## src/design/dfcs_pkg.sv

```systemverilog
`timescale 1ns / 1ps

package dfcs_pkg;

    // request kinds carried on the op field
    typedef enum logic [2:0] {
        OP_POLL        = 3'd0,
        OP_CHIP_ERASE  = 3'd1,
        OP_PAGE_ERASE  = 3'd2,
        OP_READ_FLASH  = 3'd3,
        OP_READ_BUFFER = 3'd4,
        OP_LOAD_PAGE   = 3'd5,
        OP_WRITE_BUFFER = 3'd6,
        OP_SAVE_BUFFER = 3'd7
    } op_t;

    // result status codes; codes 5..7 are never produced
    localparam logic [2:0] ST_OK       = 3'd0;
    localparam logic [2:0] ST_PROC     = 3'd1;
    localparam logic [2:0] ST_BUSY     = 3'd2;
    localparam logic [2:0] ST_NOTFOUND = 3'd3;
    localparam logic [2:0] ST_RANGE    = 3'd4;

    // pending action held between items
    typedef enum logic [1:0] {
        ACT_IDLE  = 2'd0,
        ACT_ERASE = 2'd1,
        ACT_WAIT  = 2'd2
    } act_t;

    localparam logic [1:0] DIR_NONE  = 2'd0;
    localparam logic [1:0] DIR_READ  = 2'd1;
    localparam logic [1:0] DIR_WRITE = 2'd2;

    // dataflash opcodes
    localparam logic [7:0] OPC_CHIP_ERASE  = 8'hC7;
    localparam logic [7:0] OPC_CE_BYTE1    = 8'h94;
    localparam logic [7:0] OPC_CE_BYTE2    = 8'h80;
    localparam logic [7:0] OPC_CE_BYTE3    = 8'h9A;
    localparam logic [7:0] OPC_PAGE_ERASE  = 8'h81;
    localparam logic [7:0] OPC_BLOCK_ERASE = 8'h50;
    localparam logic [7:0] OPC_READ_FLASH  = 8'h03;
    localparam logic [7:0] OPC_READ_BUF1   = 8'hD1;
    localparam logic [7:0] OPC_READ_BUF2   = 8'hD3;
    localparam logic [7:0] OPC_LOAD_BUF1   = 8'h53;
    localparam logic [7:0] OPC_LOAD_BUF2   = 8'h55;
    localparam logic [7:0] OPC_WRITE_BUF1  = 8'h84;
    localparam logic [7:0] OPC_WRITE_BUF2  = 8'h87;
    localparam logic [7:0] OPC_SAVE_BUF1   = 8'h83;
    localparam logic [7:0] OPC_SAVE_BUF2   = 8'h86;

    // register indexes on the configuration port
    localparam logic REG_CHIP_ID    = 1'b0;
    localparam logic REG_ERASE_MODE = 1'b1;

    typedef struct packed {
        logic [3:0] expected_chip_id;
        logic       use_real_chip_erase;
    } cfg_t;

    typedef struct packed {
        op_t        op;
        logic [7:0] status_byte;
        logic [13:0] page;
        logic [9:0] offset;
        logic [9:0] length;
        logic       buffer_sel;
    } item_t;

    typedef struct packed {
        logic       busy_res;
        logic [2:0] status;
        logic [1:0] data_dir;
        logic [9:0] data_length;
        logic [7:0] addr_lo;
        logic [7:0] addr_mid;
        logic [7:0] addr_hi;
        logic [7:0] opcode;
        logic       cmd_valid;
    } result_t;

endpackage

```

## src/design/dfcs_core.sv

```systemverilog
`timescale 1ns / 1ps

module dfcs_core #(
    parameter int PAGES     = 4096,
    parameter int PAGE_SIZE = 264
) (
    input  logic             aclk,
    input  logic             aresetn,
    input  logic             fire,
    input  dfcs_pkg::cfg_t   cfg,
    input  dfcs_pkg::item_t  item,
    output dfcs_pkg::result_t res
);
    import dfcs_pkg::*;

    localparam int BLOCKS = PAGES / 8;
    localparam int BW     = $clog2(BLOCKS + 1);

    act_t          act_reg, act_next;
    logic [BW-1:0] block_reg, block_next;
    logic          issued_reg, issued_next;

    logic            ready;
    logic            id_ok;
    logic [BW-1:0]   block_inc;
    logic [15:0]     block_wide;
    logic [15:0]     page_addr;
    logic [10:0]     span;
    logic            span_bad;
    logic            page_bad;
    result_t         r;

    assign ready      = item.status_byte[7];
    assign id_ok      = item.status_byte[5:2] == cfg.expected_chip_id;
    assign page_addr  = {item.page, 2'b00};
    assign span       = {1'b0, item.offset} + {1'b0, item.length};
    assign span_bad   = span > 11'(PAGE_SIZE);
    assign page_bad   = {1'b0, item.page} >= 15'(PAGES);
    assign block_inc  = block_reg + BW'(1);

    always_comb begin
        r           = '0;
        act_next    = act_reg;
        block_next  = block_reg;
        issued_next = issued_reg;
        block_wide  = '0;

        if (item.op == OP_POLL) begin
            r.status = ST_OK;
            if (act_reg == ACT_ERASE && !cfg.use_real_chip_erase) begin
                r.status = ST_PROC;
                if (!issued_reg) begin
                    block_wide  = 16'({block_reg, 5'b0});
                    r.cmd_valid = 1'b1;
                    r.opcode    = OPC_BLOCK_ERASE;
                    r.addr_hi   = block_wide[15:8];
                    r.addr_mid  = block_wide[7:0];
                    issued_next = 1'b1;
                end else if (ready) begin
                    block_next = block_inc;
                    if (block_inc >= BW'(BLOCKS)) begin
                        act_next    = ACT_IDLE;
                        issued_next = 1'b0;
                        r.status    = ST_OK;
                    end else begin
                        // next block erase goes out on the same poll
                        block_wide  = 16'({block_inc, 5'b0});
                        r.cmd_valid = 1'b1;
                        r.opcode    = OPC_BLOCK_ERASE;
                        r.addr_hi   = block_wide[15:8];
                        r.addr_mid  = block_wide[7:0];
                        issued_next = 1'b1;
                    end
                end
            end else if (act_reg != ACT_IDLE) begin
                if (ready) begin
                    act_next = ACT_IDLE;
                end else begin
                    r.status = ST_PROC;
                end
            end
        end else if (!id_ok) begin
            r.status = ST_NOTFOUND;
        end else if (act_reg != ACT_IDLE) begin
            r.status = ST_BUSY;
        end else begin
            unique case (item.op)
                OP_CHIP_ERASE: begin
                    if (cfg.use_real_chip_erase) begin
                        r.cmd_valid = 1'b1;
                        r.opcode    = OPC_CHIP_ERASE;
                        r.addr_hi   = OPC_CE_BYTE1;
                        r.addr_mid  = OPC_CE_BYTE2;
                        r.addr_lo   = OPC_CE_BYTE3;
                    end
                    block_next  = '0;
                    issued_next = 1'b0;
                    act_next    = ACT_ERASE;
                    r.status    = ST_PROC;
                end
                OP_PAGE_ERASE: begin
                    r.cmd_valid = 1'b1;
                    r.opcode    = OPC_PAGE_ERASE;
                    r.addr_hi   = page_addr[15:8];
                    r.addr_mid  = page_addr[7:0];
                    act_next    = ACT_WAIT;
                    r.status    = ST_PROC;
                end
                OP_READ_FLASH: begin
                    if (item.length == '0) begin
                        r.status = ST_OK;
                    end else if (page_bad || span_bad) begin
                        r.status = ST_RANGE;
                    end else begin
                        r.cmd_valid   = 1'b1;
                        r.opcode      = OPC_READ_FLASH;
                        r.addr_hi     = page_addr[15:8];
                        r.addr_mid    = page_addr[7:0] | {6'b0, item.offset[9:8]};
                        r.addr_lo     = item.offset[7:0];
                        r.data_length = item.length;
                        r.data_dir    = DIR_READ;
                        r.status      = ST_OK;
                    end
                end
                OP_READ_BUFFER: begin
                    if (item.length == '0) begin
                        r.status = ST_OK;
                    end else if (span_bad) begin
                        r.status = ST_RANGE;
                    end else begin
                        r.cmd_valid   = 1'b1;
                        r.opcode      = item.buffer_sel ? OPC_READ_BUF2 : OPC_READ_BUF1;
                        r.addr_mid    = {6'b0, item.offset[9:8]};
                        r.addr_lo     = item.offset[7:0];
                        r.data_length = item.length;
                        r.data_dir    = DIR_READ;
                        r.status      = ST_OK;
                    end
                end
                OP_LOAD_PAGE, OP_SAVE_BUFFER: begin
                    if (page_bad) begin
                        r.status = ST_RANGE;
                    end else begin
                        r.cmd_valid = 1'b1;
                        if (item.op == OP_LOAD_PAGE) begin
                            r.opcode = item.buffer_sel ? OPC_LOAD_BUF2 : OPC_LOAD_BUF1;
                        end else begin
                            r.opcode = item.buffer_sel ? OPC_SAVE_BUF2 : OPC_SAVE_BUF1;
                        end
                        r.addr_hi  = page_addr[15:8];
                        r.addr_mid = page_addr[7:0];
                        act_next   = ACT_WAIT;
                        r.status   = ST_PROC;
                    end
                end
                OP_WRITE_BUFFER: begin
                    if (item.length != '0) begin
                        r.cmd_valid   = 1'b1;
                        r.opcode      = item.buffer_sel ? OPC_WRITE_BUF2 : OPC_WRITE_BUF1;
                        r.addr_mid    = {6'b0, item.offset[9:8]};
                        r.addr_lo     = item.offset[7:0];
                        r.data_length = item.length;
                        r.data_dir    = DIR_WRITE;
                    end
                    r.status = ST_OK;
                end
                default: begin
                    r.status = ST_OK;
                end
            endcase
        end
        r.busy_res = act_next != ACT_IDLE;
    end

    assign res = r;

    always_ff @(posedge aclk) begin
        if (!aresetn) begin
            act_reg    <= ACT_IDLE;
            block_reg  <= '0;
            issued_reg <= 1'b0;
        end else if (fire) begin
            act_reg    <= act_next;
            block_reg  <= block_next;
            issued_reg <= issued_next;
        end
    end

endmodule

```

## src/design/dataflash_command_sequencer_top.sv

```systemverilog
`timescale 1ns / 1ps

// SPI dataflash command sequencer.
// Input stream (s_*): one request or poll per transfer, with the status byte
// just read from the chip. The request kind travels in s_tuser.
// Result stream (m_*): exactly one transfer per input transfer, holding the
// status code, the busy flag and, when cmd_valid is set, one SPI command
// header (opcode, three address bytes, data length and direction).
// APB port: register 0 (byte 0) expected chip id, register 1 (byte 4)
// real chip erase enable. Write only while the block is idle.
// The result is registered before it leaves on the result stream.
// Throughput: one item per cycle while s_tready is high; the decision logic
// sits between the input handshake and the result register, and the busy
// state updates on the same edge so a following item sees it immediately.
// When the receiver stalls, one more item is caught in a skid register;
// s_tready then drops until the result register drains.
// Reset (aresetn low, synchronous): no pending action, erase block counter
// cleared, both output stages empty, registers back to id 11 and emulated
// block-by-block chip erase.
module dataflash_command_sequencer_top #(
    parameter int PAGES     = 4096,
    parameter int PAGE_SIZE = 264
) (
    input  logic        aclk,
    input  logic        aresetn,
    // input stream
    input  logic        s_tvalid,
    output logic        s_tready,
    // [2:0] op
    input  logic [2:0]  s_tuser,
    // [7:0] status_byte, [21:8] page, [31:22] offset, [41:32] length,
    // [42] buffer_sel, [47:43] zero
    input  logic [47:0] s_tdata,
    // result stream
    output logic        m_tvalid,
    input  logic        m_tready,
    // [0] cmd_valid, [8:1] opcode, [16:9] addr_hi, [24:17] addr_mid,
    // [32:25] addr_lo, [42:33] data_length, [44:43] data_dir,
    // [47:45] status, [48] busy_res, [55:49] zero
    output logic [55:0] m_tdata,
    // configuration
    input  logic        psel,
    input  logic        penable,
    input  logic        pwrite,
    input  logic [2:0]  paddr,
    input  logic [31:0] pwdata,
    output logic [31:0] prdata,
    output logic        pready
);
    import dfcs_pkg::*;

    cfg_t    cfg_reg;
    item_t   item;
    result_t res;
    result_t out_reg;
    result_t skid_reg;
    logic    out_valid_reg;
    logic    skid_valid_reg;
    logic    s_fire;
    logic    cfg_write;

    // ---------------- configuration port ----------------
    assign pready    = 1'b1;
    assign cfg_write = psel && penable && pwrite && pready;

    always_ff @(posedge aclk) begin
        if (!aresetn) begin
            cfg_reg.expected_chip_id    <= 4'd11;
            cfg_reg.use_real_chip_erase <= 1'b0;
        end else if (cfg_write) begin
            // register index is the word address; byte lanes below it ignored
            unique case (paddr[2])
                REG_CHIP_ID:    cfg_reg.expected_chip_id    <= pwdata[3:0];
                REG_ERASE_MODE: cfg_reg.use_real_chip_erase <= pwdata[0];
                default: ;
            endcase
        end
    end

    always_comb begin
        unique case (paddr[2])
            REG_CHIP_ID:    prdata = {28'b0, cfg_reg.expected_chip_id};
            REG_ERASE_MODE: prdata = {31'b0, cfg_reg.use_real_chip_erase};
            default:        prdata = '0;
        endcase
    end

    // ---------------- input unpack and decision ----------------
    assign s_tready = !skid_valid_reg;
    assign s_fire   = s_tvalid && s_tready;

    assign item.op          = op_t'(s_tuser);
    assign item.status_byte = s_tdata[7:0];
    assign item.page        = s_tdata[21:8];
    assign item.offset      = s_tdata[31:22];
    assign item.length      = s_tdata[41:32];
    assign item.buffer_sel  = s_tdata[42];

    dfcs_core #(
        .PAGES     (PAGES),
        .PAGE_SIZE (PAGE_SIZE)
    ) u_core (
        .aclk    (aclk),
        .aresetn (aresetn),
        .fire    (s_fire),
        .cfg     (cfg_reg),
        .item    (item),
        .res     (res)
    );

    // ---------------- result register with skid ----------------
    always_ff @(posedge aclk) begin
        if (!aresetn) begin
            out_valid_reg  <= 1'b0;
            skid_valid_reg <= 1'b0;
        end else if (m_tready || !out_valid_reg) begin
            // output stage free: drain skid first, else take the new result
            if (skid_valid_reg) begin
                out_valid_reg  <= 1'b1;
                skid_valid_reg <= 1'b0;
            end else begin
                out_valid_reg <= s_fire;
            end
        end else if (s_fire) begin
            skid_valid_reg <= 1'b1;
        end
    end

    always_ff @(posedge aclk) begin
        if (m_tready || !out_valid_reg) begin
            out_reg <= skid_valid_reg ? skid_reg : res;
        end
        if (s_fire && out_valid_reg && !m_tready) begin
            skid_reg <= res;
        end
    end

    assign m_tvalid = out_valid_reg;
    assign m_tdata  = {7'b0, out_reg};

    // ---------------- checks ----------------
    // the skid stage only fills behind a held result
    assert property (@(posedge aclk) disable iff (!aresetn)
        skid_valid_reg |-> out_valid_reg)
        else $error("skid holds a result while output stage is empty");

    // a result without a command carries an empty header
    assert property (@(posedge aclk) disable iff (!aresetn)
        (out_valid_reg && !out_reg.cmd_valid) |->
        (out_reg.opcode == '0 && out_reg.data_dir == DIR_NONE &&
         out_reg.data_length == '0))
        else $error("header bits set without a command");

    // busy status means an action is still pending
    assert property (@(posedge aclk) disable iff (!aresetn)
        (out_valid_reg && out_reg.status == ST_BUSY) |-> out_reg.busy_res)
        else $error("busy status reported with no pending action");

    // the skid stage empties as soon as the receiver takes the held result
    assert property (@(posedge aclk) disable iff (!aresetn)
        (skid_valid_reg && m_tready) |=> !skid_valid_reg)
        else $error("skid did not drain");

endmodule
```

## config.mk

```make
export PLATFORM = sky130hd
export DESIGN_NAME = dataflash_command_sequencer_top
export DESIGN_NICKNAME = d
export VERILOG_FILES = /design/src/design/dfcs_pkg.sv /design/src/design/dfcs_core.sv /design/src/design/dataflash_command_sequencer_top.sv
export SDC_FILE = /design/constraint.sdc
export NUM_CORES = 1
export LEC_CHECK = 0
export BUFFER_PORTS_ARGS = -buffer_cell sky130_fd_sc_hd__buf_4
export CORE_MARGIN = 5
export CORE_UTILIZATION = 48
export CTS_BUF_LIST = sky130_fd_sc_hd__clkbuf_16
export DETAILED_ROUTE_END_ITERATION = 10
export PLACE_DENSITY = 0.78
export SETUP_SLACK_MARGIN = 0.3
export SLEW_MARGIN = 25
export SYNTH_ARGS = -nofsm -noshare
export SYNTH_HDL_FRONTEND = slang
export SYNTH_SLANG_ARGS = --single-unit
```

## constraint.sdc

```tcl
create_clock -name aclk -period 4.1 [get_ports aclk]
set_clock_uncertainty 0.15 [all_clocks]
set_input_delay 0.41 -clock aclk [delete_from_list [all_inputs] [get_ports aclk]]
set_output_delay 0.41 -clock aclk [all_outputs]
set_load 0.02 [all_outputs]
```

Word level (Yosys, flattened, before mapping)

Index checks and enable logic that the tools add are counted.

Register bits: 118
Bits in latches: 0
RAM bits: 0
Bits in read-only memories: 0
Bits of input ports: 93
Memories: 0

Add/subtract/negate cells: 2
$mul: 0
Div/mod/pow operators: 0
Order comparisons: 3
Equal/unequal tests: 13
Shifts and indexed selects: 0
Multiplexer cells: 72
Bitwise gates (word level): 3
Reduce and logical (&&, ||, !) cells: 26

Operator list:

| kind                                                                                  | count |
|---|---|
| 25-bit 2-to-1 mux                                                                     | 6 |
| 45-bit 2-to-1 mux                                                                     | 3 |
| 10-bit 2-to-1 mux                                                                     | 7 |
| 32-bit one-hot mux with 2 select lines                                                | 1 |
| 8-bit one-hot mux with 4 select lines                                                 | 2 |
| 28-bit 2-to-1 mux                                                                     | 2 |
| 9-bit one-hot mux with 6 select lines                                                 | 1 |
| 49-bit 2-to-1 mux                                                                     | 1 |
| 8-bit one-hot mux with 6 select lines                                                 | 1 |
| 44-bit 2-to-1 mux                                                                     | 1 |
| 3-bit 2-to-1 mux                                                                      | 14 |
| 12-bit one-hot mux with 3 select lines                                                | 1 |
| 33-bit 2-to-1 mux                                                                     | 1 |
| 27-bit 2-to-1 mux                                                                     | 1 |
| 9-bit 2-to-1 mux                                                                      | 3 |
| 2-bit 2-to-1 mux                                                                      | 12 |
| 20-bit 2-to-1 mux                                                                     | 1 |
| 14-bit by 13-bit greater-or-equal comparator with 1-bit output, second input constant | 1 |
| 3-bit equality test, second input constant                                            | 4 |
| 3-bit one-hot mux with 4 select lines                                                 | 1 |
| 10-bit by 10-bit adder with 11-bit output                                             | 1 |
| 11-bit by 9-bit > comparator with 1-bit output, second input constant                 | 1 |
| 1-bit 2-to-1 mux                                                                      | 11 |
| 10-bit by 1-bit adder with 10-bit output, second input constant                       | 1 |
| 22 further kinds                                                                      | 41 |

Logic depth before layout (Yosys ltp)

Depth in word-level cells: 10
Depth in mapped cells: 12

Modules after synthesis

From an unflattened synthesis, not the netlist that was laid out.

Cells, all modules: 549
Area total of the unflattened synthesis: 6353.6 sq um

By module, submodules not included:

| module                          | instances | cells each | area an instance (sq um) |
|---|---|---|---|
| dataflash_command_sequencer_top | 1         | 228        | 4194.0 |
| dfcs_core                       | 1         | 321        | 2159.6 |

Least setup slack after synthesis

Ideal clock, no wire load.

Path kind: input to register
From: in m_tready
To: reg skid_reg[0] (netlist name) (enable)
Setup time: 0.452 ns
Data arrival time: 3.712 ns
Setup slack: -0.213 ns
Cell stages on the path: 2
Buffers on the path: 0
Cells stage by stage: nand2b_1 nor2_1

Longest elaborated chain between the ends: 2

RTL lines:

| item                   | RTL line                               | text |
|---|---|---|
| start: declaration     | dataflash_command_sequencer_top.sv:36  | `input logic m_tready,` |
| 1-bit zero test        | dataflash_command_sequencer_top.sv:133 | `if (s_fire && out_valid_reg && !m_tready) begin` |
| 1-bit logical AND      | dataflash_command_sequencer_top.sv:133 |  |
| end signal: assignment | dataflash_command_sequencer_top.sv:134 | `skid_reg <= res;` |
| end: declaration       | dataflash_command_sequencer_top.sv:56  | `result_t skid_reg;` |

No other way between the ends.
A chain may end at the register's enable or synchronous reset.

Worst setup path in the final report

From: in s_tdata[32]
To: reg out_reg (netlist bit m_tdata[26]) (data pin)

Longest elaborated chain between the ends: 10
Elaborated cells on any way between the ends: 15

RTL lines:

| item                                           | RTL line                               | text |
|---|---|---|
| start: declaration                             | dataflash_command_sequencer_top.sv:33  | `input logic [47:0] s_tdata,` |
| 10-bit by 10-bit adder with 11-bit output      | dfcs_core.sv:36                        | `assign span = {1'b0, item.offset} + {1'b0, item.length};` |
| 11-bit by 9-bit > comparator with 1-bit output | dfcs_core.sv:37                        | `assign span_bad = span > 11'(PAGE_SIZE);` |
| 1-bit logical OR                               | dfcs_core.sv:112                       | `end else if (page_bad \|\| span_bad) begin` |
| 44-bit 2-to-1 mux                              | dfcs_core.sv:112                       |  |
| 45-bit 2-to-1 mux                              | dfcs_core.sv:110                       | `if (item.length == '0) begin` |
| 8-bit one-hot mux with 4 select lines *        | dfcs_core.sv:87                        | `unique case (item.op)` |
| 45-bit 2-to-1 mux *                            | dfcs_core.sv:84                        | `end else if (act_reg != ACT_IDLE) begin` |
| 45-bit 2-to-1 mux *                            | dfcs_core.sv:82                        | `end else if (!id_ok) begin` |
| 20-bit 2-to-1 mux *                            | dfcs_core.sv:48                        | `if (item.op == OP_POLL) begin` |
| 49-bit 2-to-1 mux *                            | dataflash_command_sequencer_top.sv:131 | `out_reg <= skid_valid_reg ? skid_reg : res;` |
| end signal: assignment                         | dataflash_command_sequencer_top.sv:131 |  |
| end: declaration                               | dataflash_command_sequencer_top.sv:55  | `result_t out_reg;` |

Every way passes the cells marked *; elsewhere a longest branch is shown, timed or not.

==> out/metrics.cfg <==
[status]
status = completed

[grt]
antenna_found_initial = 0
grt_first_pass_wirelength_mm = 24.5
grt_pass1_vias = 4822
grt_max_degree = 50
grt_remaining_overflow = 0
grt_usage_pct = 19.0

[synthesis]
synthTopCellsByArea = edfxtp_1 44%, dfxtp_1 6.2%, buf_4 4.6%, nand2_1 3.7%, mux2_2 3.3%
yosys.area.top_type = edfxtp_1
yosysSeqAreaShare_pct = 50.2
ys_ff_latch = 114
yosysWarnings = 0
synth.distinct_cells = 75
synthesis.instances = 606
async_flop_share_pct = 0
synth.most_common_cell = edfxtp_1
syn_area_per_cell_um2 = 10.6
ys_top_cells_by_count = 94 x edfxtp_1, 64 x nand2_1, 40 x nor2_1
syn-cell-area_um2 = 6430
synthFlopType = edfxtp_1
synth_top_cell_area_share_pct = 43.9
synth_edf_count = 94

[drt]
drc = 0
routed_wl_mm = 15.3
wl_met1_mm = 6.30
routedWlPerCell_um = 17.0
viasPerCell = 5.53
first_pass_iters = 5
drtAntennaViolNets = 0
wl_met3_mm = 1.02
vias = 4976
drt_iter0_drc = 385
top_layer = met4
wl_met2_mm = 7.62

[critical_path]
cp_cell_sequence = buf_4, ha_1, inv_1, fa_1, nor2b_1, o22ai_1, xnor2_1, a21oi_1, a41oi_4, o21ai_4, nor3b_4, a221o_1
worstPathRequired_ns = 4.22
path_delay_family = compound AO/OA/AOI/OAI gates
r2r_slack_ns = 1.25
crit_buf_inv = 2
cp_data_arrival_time_ns = 3.25
start_kind = primary input
path_max_fanout = 16
cpMaxStageDelayCell = nor3b_4
crit_path_end_kind = register
critPathKind = primary input to register
worst_path_largest_cell_delay_ns = 0.57

[timing]
fin_tns_setup_ns = 0
finalHoldViolCount = 0
max_freq_mhz = 320
setup_viol = 0
period_share_pct = 76.3
fin_crit_ns = 3.13
relSlewSlack_pct = 47.4
tightest_slew_ns = 0.784
final_max_slew_viol_count = 0
rsz0062_at_grt = false
fin_ws_ns = 0.972

[power_and_ir_drop]
peakVddDrop_mv = 0.207
power.switching_mw = 0.794
p_clk_share_pct = 46.3
sw_frac_of_total_pct = 25.4
internal-power_mw = 2.33
p_leak_nw = 3.25
pwr-share-comb_pct = 12.1
powerDensity_nw_per_um2 = 399
seqPwrFrac_pct = 41.6

[clocking]
cts_buffer_depth = 2
clk_pin_slew_worst_paths_ns = 0.06
clkLatencyLatePin_ns = 0.41
numCtsBuffers = 17
cts_hold_buf = 0
clockRootBuffer = clkbuf_16
cts_tree = done
cts_setup_buffers = 0
cts_max_level = 4
cts_sinks = 114
post_cts_resized = 0

[floorplan]
die_h_um = 126
coreArea_um2 = 13200
dieArea_um2 = 15800
start_util_pct = 48.7
rows = 42
fp.dieW_um = 126
io_pins = 184

[place]
routabilityCongestion = 0.905
place_ws_ns = 0.591
portBuffers = 107
hpwlAfterDp_mm = 11.0

[final_layout]
area_growth_syn_to_layout_pct = 21.8
drive_gt1_share_pct = 26.0
regArea_um2 = 3220
multiInputGateArea_um2 = 2910
diodes = 0
nets = 818
fillers = 1052

[hold_path]
min_path_type = primary input to register

[flow_run]
drv_cap = 0

-- kinds of logic after synthesis --
logic type,share of synthesized area [%]
and+or+nand+nor,17.8
adders and majority gates,2.84
DFF,50.2
xor gates and xnor gates,2.04
buffers and inverters,6.85
AOI/OAI and AO/OA,15.8
muxes,4.42
other,0.117
-- worst min-delay path, stage by stage --
cell and delay, ns:
buf_4 0.08, mux2i_1 0.05, nand2_1 0.06
-- cell usage in the layout, fill, tap and decap left out, types with 8 or more instances in the layout --
master and instances:
buf_4 114, conb_1 38, nor2b_1 14, o21a_1 12
clkbuf_16 17, ha_1 13, nor2_1 39, and2_1 20
nand2_1 64, mux2_2 19, o31ai_1 9, a21oi_1 25
a31o_1 11, edfxtp_1 94, and3_1 10, nand2b_1 9
nor3_1 11, inv_1 8, nand3_1 16, dfxtp_1 20
o21ai_0 21, a21o_1 9, xnor2_1 10
-- power groups by stage --
stage          clock network, mW  logic, mW  registers (mW)
3_3_place_gp                   0      0.366            1.32
2_1_floorplan                  0      0.229            1.36
3_5_place_dp                   0      0.373            1.32
6_report                    1.44      0.377            1.30
4_1_cts                     1.46      0.376            1.30
5_1_grt                     1.52      0.407            1.30
-- final cells by class --
class                   count  share of cell area [%]
flip-flops and latches    114                    41.2
multi-input cells         454                    37.1
repair buffers            114                    10.9
clock buffers              17                    5.43
well taps                 176                    2.81
clock inverters            15                    2.03
inverters                  10                   0.479
-- metal layers --
metal / GRT usage (%) / vias up
li1: - / 2368
met2: 32.1 / 172
met5: 0 / -
met4: 7.65 / 0
met3: 4.78 / 22
met1: 23.4 / 2414
-- worst paths after layout --
check        depth (start not counted)                 from             endpoint
max                                 12          s_tdata[32]          m_tdata[26]
min                                  3            pwdata[3]           cfg_reg[4]
max reg2reg                          8  u_core.block_reg[0]          m_tdata[12]
min reg2reg                          2  u_core.block_reg[9]  u_core.block_reg[9]
-- metrics by stage --
stage	cells	util [%]	hold slack, ns	area (um2)	power [mW]
2_1_floorplan	642	-	0.319	6570	1.58
3_3_place_gp	868	54.9	0.340	7240	1.69
6_report	900	59.4	0.0650	7830	3.12
5_1_grt	900	59.4	0.0563	7830	3.23
3_5_place_dp	868	54.9	0.343	7240	1.70
4_1_cts	900	59.4	0.0570	7830	3.13
Power figures use the tool's default switching activity.
